## src/sv/proximity_led_brightness_map_macros.svh

```systemverilog
`ifndef PROXIMITY_LED_BRIGHTNESS_MAP_MACROS_SVH
`define PROXIMITY_LED_BRIGHTNESS_MAP_MACROS_SVH

// same-cycle implication, sampled on clk, off while rst is high
`define PLBM_ASSERT_NOW(lbl, ante, cons) \
  lbl: assert property (@(posedge clk) disable iff (rst) (ante) |-> (cons)) \
    else $error("plbm check failed");

// next-cycle implication, sampled on clk, off while rst is high
`define PLBM_ASSERT_NEXT(lbl, ante, cons) \
  lbl: assert property (@(posedge clk) disable iff (rst) (ante) |=> (cons)) \
    else $error("plbm check failed");

`endif

```

## src/sv/plbm_pkg.sv

```systemverilog
package plbm_pkg;

  typedef logic [15:0] word_t;

  localparam int LED_COUNT_DEF = 20;

  // configuration register indexes
  localparam logic [1:0] REG_REACH_LIMIT     = 2'd0;
  localparam logic [1:0] REG_FULL_BRIGHTNESS = 2'd1;
  localparam logic [1:0] REG_FULL_LOCATION   = 2'd2;

  localparam word_t REACH_LIMIT_RST     = 16'd16384;
  localparam word_t FULL_BRIGHTNESS_RST = 16'hFFFF;
  localparam word_t FULL_LOCATION_RST   = 16'hFFFF;
  localparam word_t LEVEL_MAX           = 16'hFFFF;

  // square root: 18 result bits, two per cycle
  localparam int ROOT_W    = 18;
  localparam int SQ_W      = 2 * ROOT_W;
  localparam int REM_W     = ROOT_W + 2;
  localparam int SQRT_ITER = ROOT_W / 2;
  // divide: 16 quotient bits, two per cycle
  localparam int DIV_ITER  = 8;
  localparam int CNT_W     = 4;

  typedef struct packed {
    logic [REM_W-1:0]  rem;
    logic [ROOT_W-1:0] root;
  } sqrt_acc_t;

  typedef struct packed {
    word_t acc;
    word_t q;
  } div_acc_t;

  function automatic sqrt_acc_t sqrt_step(sqrt_acc_t a, logic [1:0] pair);
    logic [REM_W+1:0] t;
    logic [REM_W+1:0] trial;
    sqrt_acc_t r;
    t = {a.rem, pair};
    trial = {{(REM_W - ROOT_W){1'b0}}, a.root, 2'b01};
    if (t >= trial) begin
      r.rem  = REM_W'(t - trial);
      r.root = {a.root[ROOT_W-2:0], 1'b1};
    end else begin
      r.rem  = REM_W'(t);
      r.root = {a.root[ROOT_W-2:0], 1'b0};
    end
    return r;
  endfunction

  // restoring step, acc stays below d
  function automatic div_acc_t div_step(div_acc_t a, word_t d);
    logic [16:0] t;
    div_acc_t r;
    t = {a.acc, a.q[15]};
    if (t >= {1'b0, d}) begin
      r.acc = 16'(t - {1'b0, d});
      r.q   = {a.q[14:0], 1'b1};
    end else begin
      r.acc = t[15:0];
      r.q   = {a.q[14:0], 1'b0};
    end
    return r;
  endfunction

endpackage

```

## src/sv/proximity_led_brightness_map.sv

```systemverilog
// proximity LED brightness map
// command channel: a request is taken when start is high and busy is low.
// kind 0 writes one LED coordinate entry (entry_index, entry_x, entry_y) in
// the same edge and leaves busy low; indexes at or above LED_COUNT are dropped.
// kind 1 is a hand position: busy rises and the block sends LED_COUNT
// results, one per strobe pulse, in LED order, last set on the final one.
// each result lasts one cycle and must be taken then; there is no stall.
// order: the red level takes one multiply and a check, then the divide unless
// the check saturates it; per LED the entry is read, the axis distances taken,
// squared and summed and the root found, and a lit LED is multiplied and
// divided; an LED dark by axis distance or with no hand, or out of reach after
// the root, skips to its output. the 2-bit-per-cycle square root and divider
// set the pace; the single port read of the coordinate memory serialises LEDs.
// configuration: cfg_valid/cfg_ready with cfg_index and cfg_data, always
// ready; write only while busy is low.
// reset clears control state and loads the register defaults; the coordinate
// memory holds no defined content until each entry is written.
`include "proximity_led_brightness_map_macros.svh"

module proximity_led_brightness_map
  import plbm_pkg::*;
#(
  parameter int LED_COUNT = LED_COUNT_DEF
) (
  input  logic        clk,
  input  logic        rst,
  input  logic        start,
  output logic        busy,
  input  logic        kind,
  input  logic [4:0]  entry_index,
  input  logic [15:0] entry_x,
  input  logic [15:0] entry_y,
  input  logic [15:0] hand_x,
  input  logic [15:0] hand_y,
  input  logic [15:0] hand_z,
  input  logic        cfg_valid,
  output logic        cfg_ready,
  input  logic [1:0]  cfg_index,
  input  logic [15:0] cfg_data,
  output logic        strobe,
  output logic [4:0]  led_number,
  output logic [15:0] led_level,
  output logic [15:0] red_level,
  output logic        last
);

  localparam int IDX_W = (LED_COUNT > 1) ? $clog2(LED_COUNT) : 1;

  typedef enum logic [3:0] {
    S_IDLE, S_RMUL, S_RCHK, S_RD, S_DIFF, S_SQX, S_SQY,
    S_SQRT, S_NEAR, S_LMUL, S_DIV, S_OUT
  } state_t;

  state_t state;

  word_t reach_limit;
  word_t full_brightness;
  word_t full_location;

  word_t             hx, hy, hz;
  logic              hand;
  logic [IDX_W-1:0]  idx;
  word_t             dx, dy;
  logic [SQ_W-1:0]   sq;
  sqrt_acc_t         sacc;
  word_t             near;
  div_acc_t          dacc;
  logic              div_red;
  logic [CNT_W-1:0]  cnt;
  word_t             level;
  word_t             red;

  logic        load_we;
  logic [31:0] rdata;
  word_t       lx, ly, dx_next, dy_next;
  word_t       mul_a, mul_b;
  logic [31:0] mul;
  word_t       divisor;
  div_acc_t    div_mid, div_next;
  sqrt_acc_t   sqrt_mid, sqrt_next;
  logic        idx_last;

  assign busy      = (state != S_IDLE);
  assign cfg_ready = 1'b1;
  assign load_we   = start && !busy && !kind && (entry_index < LED_COUNT);

  plbm_ram #(
    .WIDTH (32),
    .DEPTH (LED_COUNT)
  ) u_coord_ram (
    .clk   (clk),
    .we    (load_we),
    .waddr (IDX_W'(entry_index)),
    .wdata ({entry_y, entry_x}),
    .re    (state == S_RD),
    .raddr (idx),
    .rdata (rdata)
  );

  assign lx      = rdata[15:0];
  assign ly      = rdata[31:16];
  assign dx_next = (hx >= lx) ? hx - lx : lx - hx;
  assign dy_next = (hy >= ly) ? hy - ly : ly - hy;

  // one shared 16x16 multiplier
  always_comb begin
    unique case (state)
      S_RMUL:  begin mul_a = hz;   mul_b = full_brightness; end
      S_SQX:   begin mul_a = dx;   mul_b = dx;              end
      S_SQY:   begin mul_a = dy;   mul_b = dy;              end
      S_LMUL:  begin mul_a = near; mul_b = full_brightness; end
      default: begin mul_a = dx;   mul_b = dx;              end
    endcase
  end
  assign mul = mul_a * mul_b;

  assign divisor   = div_red ? full_location : reach_limit;
  assign div_mid   = div_step(dacc, divisor);
  assign div_next  = div_step(div_mid, divisor);
  assign sqrt_mid  = sqrt_step(sacc, sq[SQ_W-1 -: 2]);
  assign sqrt_next = sqrt_step(sqrt_mid, sq[SQ_W-3 -: 2]);
  assign idx_last  = (idx == IDX_W'(LED_COUNT - 1));

  always_ff @(posedge clk) begin
    if (rst) begin
      state           <= S_IDLE;
      strobe          <= 1'b0;
      reach_limit     <= REACH_LIMIT_RST;
      full_brightness <= FULL_BRIGHTNESS_RST;
      full_location   <= FULL_LOCATION_RST;
    end else begin
      strobe <= 1'b0;
      if (cfg_valid && cfg_ready) begin
        unique case (cfg_index)
          REG_REACH_LIMIT:     reach_limit     <= cfg_data;
          REG_FULL_BRIGHTNESS: full_brightness <= cfg_data;
          REG_FULL_LOCATION:   full_location   <= cfg_data;
          default: ;
        endcase
      end
      unique case (state)
        S_IDLE: begin
          if (start && kind) begin
            hx    <= hand_x;
            hy    <= hand_y;
            hz    <= hand_z;
            hand  <= (hand_x != 16'd0) && (hand_y != 16'd0);
            state <= S_RMUL;
          end
        end
        S_RMUL: begin
          dacc  <= {mul[31:16], mul[15:0]};
          state <= S_RCHK;
        end
        S_RCHK: begin
          // quotient would not fit in 16 bits, or no scale at all
          if (full_location == 16'd0 || dacc.acc >= full_location) begin
            red   <= LEVEL_MAX;
            idx   <= '0;
            state <= S_RD;
          end else begin
            div_red <= 1'b1;
            cnt     <= CNT_W'(DIV_ITER - 1);
            state   <= S_DIV;
          end
        end
        S_RD: begin
          state <= S_DIFF;
        end
        S_DIFF: begin
          dx <= dx_next;
          dy <= dy_next;
          if (hand && dx_next < reach_limit && dy_next < reach_limit) begin
            state <= S_SQX;
          end else begin
            level <= '0;
            state <= S_OUT;
          end
        end
        S_SQX: begin
          sq    <= SQ_W'(mul);
          state <= S_SQY;
        end
        S_SQY: begin
          sq    <= sq + SQ_W'(mul);
          sacc  <= '0;
          cnt   <= CNT_W'(SQRT_ITER - 1);
          state <= S_SQRT;
        end
        S_SQRT: begin
          sacc <= sqrt_next;
          sq   <= {sq[SQ_W-5:0], 4'b0000};
          cnt  <= cnt - 1'b1;
          if (cnt == '0) begin
            state <= S_NEAR;
          end
        end
        S_NEAR: begin
          if (sacc.root < ROOT_W'(reach_limit)) begin
            near  <= reach_limit - sacc.root[15:0];
            state <= S_LMUL;
          end else begin
            level <= '0;
            state <= S_OUT;
          end
        end
        S_LMUL: begin
          // near <= limit keeps the high half below the divisor
          dacc    <= {mul[31:16], mul[15:0]};
          div_red <= 1'b0;
          cnt     <= CNT_W'(DIV_ITER - 1);
          state   <= S_DIV;
        end
        S_DIV: begin
          dacc <= div_next;
          cnt  <= cnt - 1'b1;
          if (cnt == '0) begin
            if (div_red) begin
              red   <= div_next.q;
              idx   <= '0;
              state <= S_RD;
            end else begin
              level <= div_next.q;
              state <= S_OUT;
            end
          end
        end
        S_OUT: begin
          strobe     <= 1'b1;
          led_number <= 5'(idx);
          led_level  <= level;
          red_level  <= red;
          last       <= idx_last;
          if (idx_last) begin
            state <= S_IDLE;
          end else begin
            idx   <= idx + 1'b1;
            state <= S_RD;
          end
        end
        default: state <= S_IDLE;
      endcase
    end
  end

  `PLBM_ASSERT_NOW(a_last_is_final_led, strobe && last, led_number == 5'(LED_COUNT - 1))
  `PLBM_ASSERT_NOW(a_idle_after_last, strobe && last, !busy)
  `PLBM_ASSERT_NEXT(a_position_goes_busy, start && !busy && kind, busy && !strobe)
  `PLBM_ASSERT_NOW(a_dark_without_hand, strobe && !hand, led_level == 16'd0)

endmodule

```

## src/sv/plbm_ram.sv

```systemverilog
module plbm_ram
  import plbm_pkg::*;
#(
  parameter int WIDTH = 32,
  parameter int DEPTH = LED_COUNT_DEF,
  localparam int AW = (DEPTH > 1) ? $clog2(DEPTH) : 1
) (
  input  logic             clk,
  input  logic             we,
  input  logic [AW-1:0]    waddr,
  input  logic [WIDTH-1:0] wdata,
  input  logic             re,
  input  logic [AW-1:0]    raddr,
  output logic [WIDTH-1:0] rdata
);

  logic [WIDTH-1:0] mem [DEPTH];

  always_ff @(posedge clk) begin
    if (we) begin
      mem[waddr] <= wdata;
    end
    if (re) begin
      rdata <= mem[raddr];
    end
  end

endmodule
```

## config.mk

```make
export PLATFORM = sky130hd
export DESIGN_NAME = proximity_led_brightness_map
export DESIGN_NICKNAME = d
export VERILOG_FILES = /design/src/sv/plbm_pkg.sv /design/src/sv/proximity_led_brightness_map.sv /design/src/sv/plbm_ram.sv
export VERILOG_INCLUDE_DIRS = /design/src /design/src/sv
export SDC_FILE = /design/constraint.sdc
export NUM_CORES = 2
export LEC_CHECK = 0
export ABC_AREA = 1
export CAP_MARGIN = 20
export CORE_UTILIZATION = 55
export CTS_CLUSTER_SIZE = 30
export DETAILED_ROUTE_END_ITERATION = 6
export DONT_BUFFER_PORTS = 1
export PLACE_DENSITY = 0.7
export SYNTH_ARGS = -nofsm -noshare
export SYNTH_HDL_FRONTEND = slang
export SYNTH_SLANG_ARGS = --single-unit
```

## constraint.sdc

```tcl
create_clock -name clk -period 11.8 [get_ports clk]
set_input_delay 2.36 -clock clk [delete_from_list [all_inputs] [get_ports clk]]
set_output_delay 2.36 -clock clk [all_outputs]
set_load 0.01 [all_outputs]
```

# Yosys cells after proc, flatten, opt, wreduce, memory -nomap -nowiden
# Memories as Yosys holds them, arrays and structs flattened. A register that Yosys moved wholly into a read port is not among the register bits.
# Cells that the tools add are included.
[totals]
ff_bits = 336
mem_bits_rw = 640
input_bits = 108
out_inout_bits = 41
word_cells = 161
mem_count = 1
[op_classes]
n_addsub = 12
mul = 1
magnitude_cmp = 11
n_eq_ne = 24
mux = 42
bitwise_logic = 1
n_reduce_logical = 43
[memory_table]
columns = ["memory", "words", "word_bits", "rd", "rd_ports_with_merged_regs", "wr", "line", "rtl"]
rows = [
  ["u_coord_ram.mem", 20, 32, 1, 1, 1, "plbm_ram.sv:17", "logic [WIDTH-1:0] mem [DEPTH];"],
]
[op_table]
columns = ["cell", "n"]
rows = [
  ["16-bit two-way mux", 10],
  ["16-bit subtractor", 7],
  ["36-bit case mux with 3 select lines", 1],
  ["16-bit case mux with 3 select lines", 2],
  ["38-bit two-way mux", 2],
  ["38-bit case mux with 2 select lines", 1],
  ["32-bit two-way mux", 2],
  ["16-bit case mux with 2 select lines", 2],
  ["32-bit case mux with 2 select lines", 1],
  ["16-bit >= comparator", 3],
  ["4-bit case mux with 12 select lines", 1],
  ["22-bit by 20-bit >= comparator with 1-bit output", 2],
  ["20-bit subtractor", 2],
  ["36-bit by 32-bit adder with 36-bit output", 1],
  ["17-bit by 16-bit >= comparator with 1-bit output", 2],
  ["16-bit less-than comparator", 2],
  ["16-bit by 16-bit multiplier with 32-bit output", 1],
  ["16-bit nonzero test", 2],
  ["4-bit two-way mux", 7],
  ["5-bit two-way mux", 4],
  ["2-bit inequality test (second input constant)", 10],
  ["18-bit by 16-bit less-than comparator with 1-bit output", 1],
  ["4-bit by 3-bit == test with 1-bit output (second input constant)", 4],
  ["4-bit == test (second input constant)", 4],
  ["other kinds (28)", 60],
]

# Longest topological paths before layout
[logic_depth]
ltp_word = 8
ltp_mapped = 49
mapped_depth_nobuf = 47

# Modules after synthesis
# Synthesis repeated with hierarchy kept, for this count alone.
[hier_totals]
cells_unflattened = 6255
hier_area_um2 = 59888.7
[modules_own_cells]
columns = ["mod", "n_inst", "cells_each", "area_per_inst_um2", "seq_area_each_um2"]
rows = [
  ["proximity_led_brightness_map", 1, 4099, 32976.6, 9559.2],
  ["plbm_ram", 1, 2156, 26912.1, 20179.4],
]

# Worst setup path before layout
# Ideal clock, no wire load.
[synth_timing]
path_type = "register to register"
startpoint = "register state[1]"
endpoint = "register sq[34] (data pin)"
setup_time_ns = 0.260
t_arrival_ns = 8.069
required_time_ns = 11.540
setup_slack_ns = 3.470
path_stages_with_launch = 47
path_buffers = 2
synth_period_minus_slack_ns = 8.330
cell_sequence = "dfxtp_1 > inv_1 > nor2_1 > inv_1 > nor2_2 > nor2_1 > inv_2 > buf_2 > nand3_1 > o21ai_1 > clkbuf_1 > nor2_1 > fa_1 > inv_1 > fa_1 > fa_1 > inv_1 > fa_1 > [... 11 more ...] > nand2_1 > nand2_1 > nand3_1 > nand2_1 > or2_2 > and2_1 > ha_1 > nand2_1 > nor2_1 > inv_1 > nor3_1 > nand3_1 > o21ai_0 > nand2_1 > nand2_1 > nand2_1 > nor2_1 > o21ai_0"
[synth_via]
elab_chain_len = 6
elab_cells_between_ends = 11
cone_classes = "1 x add/sub; 1 x mul; 5 x eq/ne; 3 x mux; 1 x reduce/logical"
[synth_rtl]
columns = ["element", "line", "rtl"]
rows = [
  ["start: declaration", "proximity_led_brightness_map.sv:54", "state_t state;"],
  ["start signal: assignment", "proximity_led_brightness_map.sv:126", "state <= S_IDLE;"],
  ["start signal: assignment", "proximity_led_brightness_map.sv:148", "state <= S_RMUL;"],
  ["start signal: assignment", "proximity_led_brightness_map.sv:153", "state <= S_RCHK;"],
  ["4-bit == test or 4-bit by 1-bit == test with 1-bit output (tied branches)", "proximity_led_brightness_map.sv:107", "unique case (state)"],
  ["2-bit OR reduction (no source line)", "n/a", ""],
  ["16-bit case mux with 2 select lines", "proximity_led_brightness_map.sv:107", ""],
  ["16-bit by 16-bit multiplier with 32-bit output", "proximity_led_brightness_map.sv:115", "assign mul = mul_a * mul_b;"],
  ["36-bit by 32-bit adder with 36-bit output", "proximity_led_brightness_map.sv:185", "sq <= sq + SQ_W'(mul);"],
  ["36-bit case mux with 3 select lines *", "proximity_led_brightness_map.sv:141", "unique case (state)"],
  ["end signal: assignment", "proximity_led_brightness_map.sv:181", "sq <= SQ_W'(mul);"],
  ["end signal: assignment", "proximity_led_brightness_map.sv:185", ""],
  ["end signal: assignment", "proximity_led_brightness_map.sv:192", "sq <= {sq[SQ_W-5:0], 4'b0000};"],
  ["end: declaration", "proximity_led_brightness_map.sv:64", "logic [SQ_W-1:0] sq;"],
]
# Mark *: on every way between the ends. The rest lies on a longest branch, timed or not.
# A chain may end at the register's enable or synchronous reset.

# Final worst setup path
[layout_timing]
startpoint = "register state[0]"
endpoint = "register sq[34] (data pin)"
# The elaborated chain is that of the path after synthesis.

==> reports/qor.txt <==
Placed Cells -> 7070
Post-Syn Area -> 58300 µm²
Final Max Tran Viols -> 0
Initial antenna violation count -> 4
DRT Wirelength -> 169 mm
Port Buf Inserts -> 0
Via count of the first global-routing pass -> 42.0k
Skew-Pair Late Insertion Delay -> 710 ps
Yosys warning count -> 0
Fin cells -> 7272
Worst-Margin Slew -> 1060 ps
ANT nets after route -> 0
First-pass GRT wire length -> 254 mm
CTS Hold Buffers Added -> 0
Share of layout cells above drive strength 1 -> 5.79%
CTS resizes -> 0
Gr ovfl total -> 0
Critical path required time -> 12200 ps
Fin. Hold Viols -> 0
Pin count of the biggest net entering global routing -> 135
Run status -> finished, final reports clean
Total setup buffers inserted after CTS -> 0
Netlist cell types -> 67
TritonCTS Buffers -> 102
CTS max path bufs -> 3
Top FF cell, synth -> edfxtp_1
Die width -> 328 µm
Hpwl dp -> 115 mm
Async S/R FF share, synth -> 0%
Starting DRC count in detailed routing -> 4598
Core region area -> 105000 µm²
Post-DR wirelength/cell -> 23.2 µm
Syn-to-layout area delta -> 8.67%
Fillers -> 8665
Worst setup SP type -> flop
Commonest non-fill, non-tap cell in the layout -> edfxtp_1
Worst endpoint data arrival time -> 10950 ps
Syn_area_per_cell -> 10.0 µm²
Slowest-stage cell, CP -> inv_2
Routed wl met3 -> 12.4 mm
Mapped Nets -> 6486
Register area share after synthesis -> 51.0%
Clock transition at path regs -> 60 ps
Critical path class -> flop to flop
FP Rows -> 119
Setup TNS -> 0 ps
Final GP Congestion -> 0.955
CP endpoint kind -> flop
Setup Skew -> 73.5 ps
RSZ-0062 raised after global routing -> false
Maxcap violations -> 0
Die H -> 328 µm
Met2 wire length -> 82.4 mm
Fmax -> 94.8 MHz
H-tree Lvls -> 3
Post-synthesis register bit count -> 1008
Routed via count -> 43.4k
GRT Overall Usage -> 31.3%
Crit-path max FO -> 61
Gate count of the mapped netlist -> 5826
Root buffer cell -> clkbuf_16
Post-synth EDFFs -> 955
Via density -> 5.97
Most frequent cells in the layout -> 955 x edfxtp_1, 941 x nand2_1, 718 x inv_1, 656 x nor2_1, 475 x o21ai_0
DRC Markers -> 0
Clock sink count -> 1008
Wl on met1 -> 66.1 mm
Relative slew slack -> 29.1%
Final setup violating endpoints -> 0
Most used cell, CP -> nand2_1
Starting Density -> 55.4%
Total die area -> 107000 µm²
CTS tree -> done
Post-layout min period -> 10550 ps
Final setup margin -> 1250 ps
Total area of sequential cells -> 29700 µm²
Max Used Layer -> met5
Layout Nets -> 6448
Hold crit path type -> flop to flop
Drt first pass iters -> 7
Tcrit/Tclk final -> 89.4%
Area of the multi-input gates -> 25200 µm²
I/O pins -> 149
Critical Path Max Stage Delay -> 750 ps
Dpl ws -> 1390 ps
==> sequential cells by signal, indices dropped and copies added (netlist names), 32 cells and up <==
name and flops:
dacc 32, sacc 38, u_coord_ram.mem 640, u_coord_ram.rdata 32, sq 36
==> cell usage after synthesis, drive strengths merged, types with 2 or more instances <==
cell | n | area (µm²)
a211oi | 8 | 60.1
a21boi | 11 | 82.6
a21o | 22 | 165
a21oi | 318 | 1600
a221o | 5 | 50.1
a221oi | 29 | 254
a22o | 14 | 123
a2bb2oi | 24 | 210
a31oi | 17 | 106
a32oi | 24 | 210
a41oi | 8 | 70.1
and2 | 4 | 25.0
buf | 32 | 170
clkbuf | 181 | 679
clkinv | 9 | 33.8
dfxtp | 53 | 1060
edfxtp | 955 | 28700
fa | 202 | 4040
ha | 350 | 4380
inv | 728 | 2730
mux2i | 5 | 50.1
nand2 | 951 | 3600
nand3 | 150 | 783
nand3b | 5 | 37.5
nand4 | 47 | 294
nor2 | 691 | 2640
nor3 | 30 | 150
nor4 | 20 | 125
o2111ai | 3 | 26.3
o211ai | 75 | 592
o21a | 20 | 150
o21ai | 497 | 2520
o21bai | 10 | 75.1
o221a | 2 | 22.5
o221ai | 52 | 455
o22ai | 111 | 738
o31ai | 4 | 30.0
o32ai | 2 | 17.5
or2 | 24 | 150
xnor2 | 60 | 526
xor2 | 64 | 561
==> metrics by stage <==
step                cell area, µm²  util, %  hold WS, ps
floorplan                    58300        -          400
finish                       63400     60.2          415
global route                 63400     60.2          421
CTS                          63300     60.1          408
global placement             60000     57.0          401
detailed placement           60000     57.0          405
==> critical path: cells and delay by family (launching register included) <==
kind / cells / cell delay [ps]
buffers and inverters: 9 / 1630
adders and majority gates: 8 / 3710
AOI/OAI and AO/OA: 8 / 1770
and+or+nand+nor: 17 / 2740
DFF: 1 / 390
==> layer usage <==
metal	vias up	track usage [%]
met5	-	0
met4	4	14.5
met3	400	4.56
met2	1857	52.8
met1	21100	39.9
li1	20100	-
==> layout make-up <==
cell class	instances	area share (%)
Antenna cell	7	0.0276
Clock buffer	122	4.19
Clock inverter	68	1.05
Inverter	737	4.38
Multi-Input combinational cell	3868	39.8
Sequential cell	1008	46.9
Tap cell	1391	2.75
Timing Repair Buffer	71	0.933
==> final timing paths <==
kind | startpoint | to | slack (ps) | depth (start not counted)
worst max-delay path | state[0]$_SDFFE_PP0P_ | sq[34]$_DFFE_PP_ | 1250 | 42
worst min-delay path | level[4]$_SDFFCE_PN0P_ | led_level[4]$_DFFE_PP_ | 410 | 0
worst min register to register | level[4]$_SDFFCE_PN0P_ | led_level[4]$_DFFE_PP_ | 410 | 0
worst max register to register | state[0]$_SDFFE_PP0P_ | sq[34]$_DFFE_PP_ | 1250 | 42
==> kinds of logic after synthesis <==
| group | Yosys count | share of synthesized area, % |
|---|---|---|
| buf+inv | 950 | 6.20 |
| simple gates | 1925 | 13.4 |
| other cells | 1 | 0.00643 |
| mux | 5 | 0.0858 |
| flops | 1008 | 51.0 |
| fa+ha+maj | 552 | 14.4 |
| xor+xnor | 124 | 1.86 |
| compound gates | 1261 | 13.0 |
Power is not shown: default switching activity piles up to over one toggle a cycle in this logic, so the estimate is an artifact.
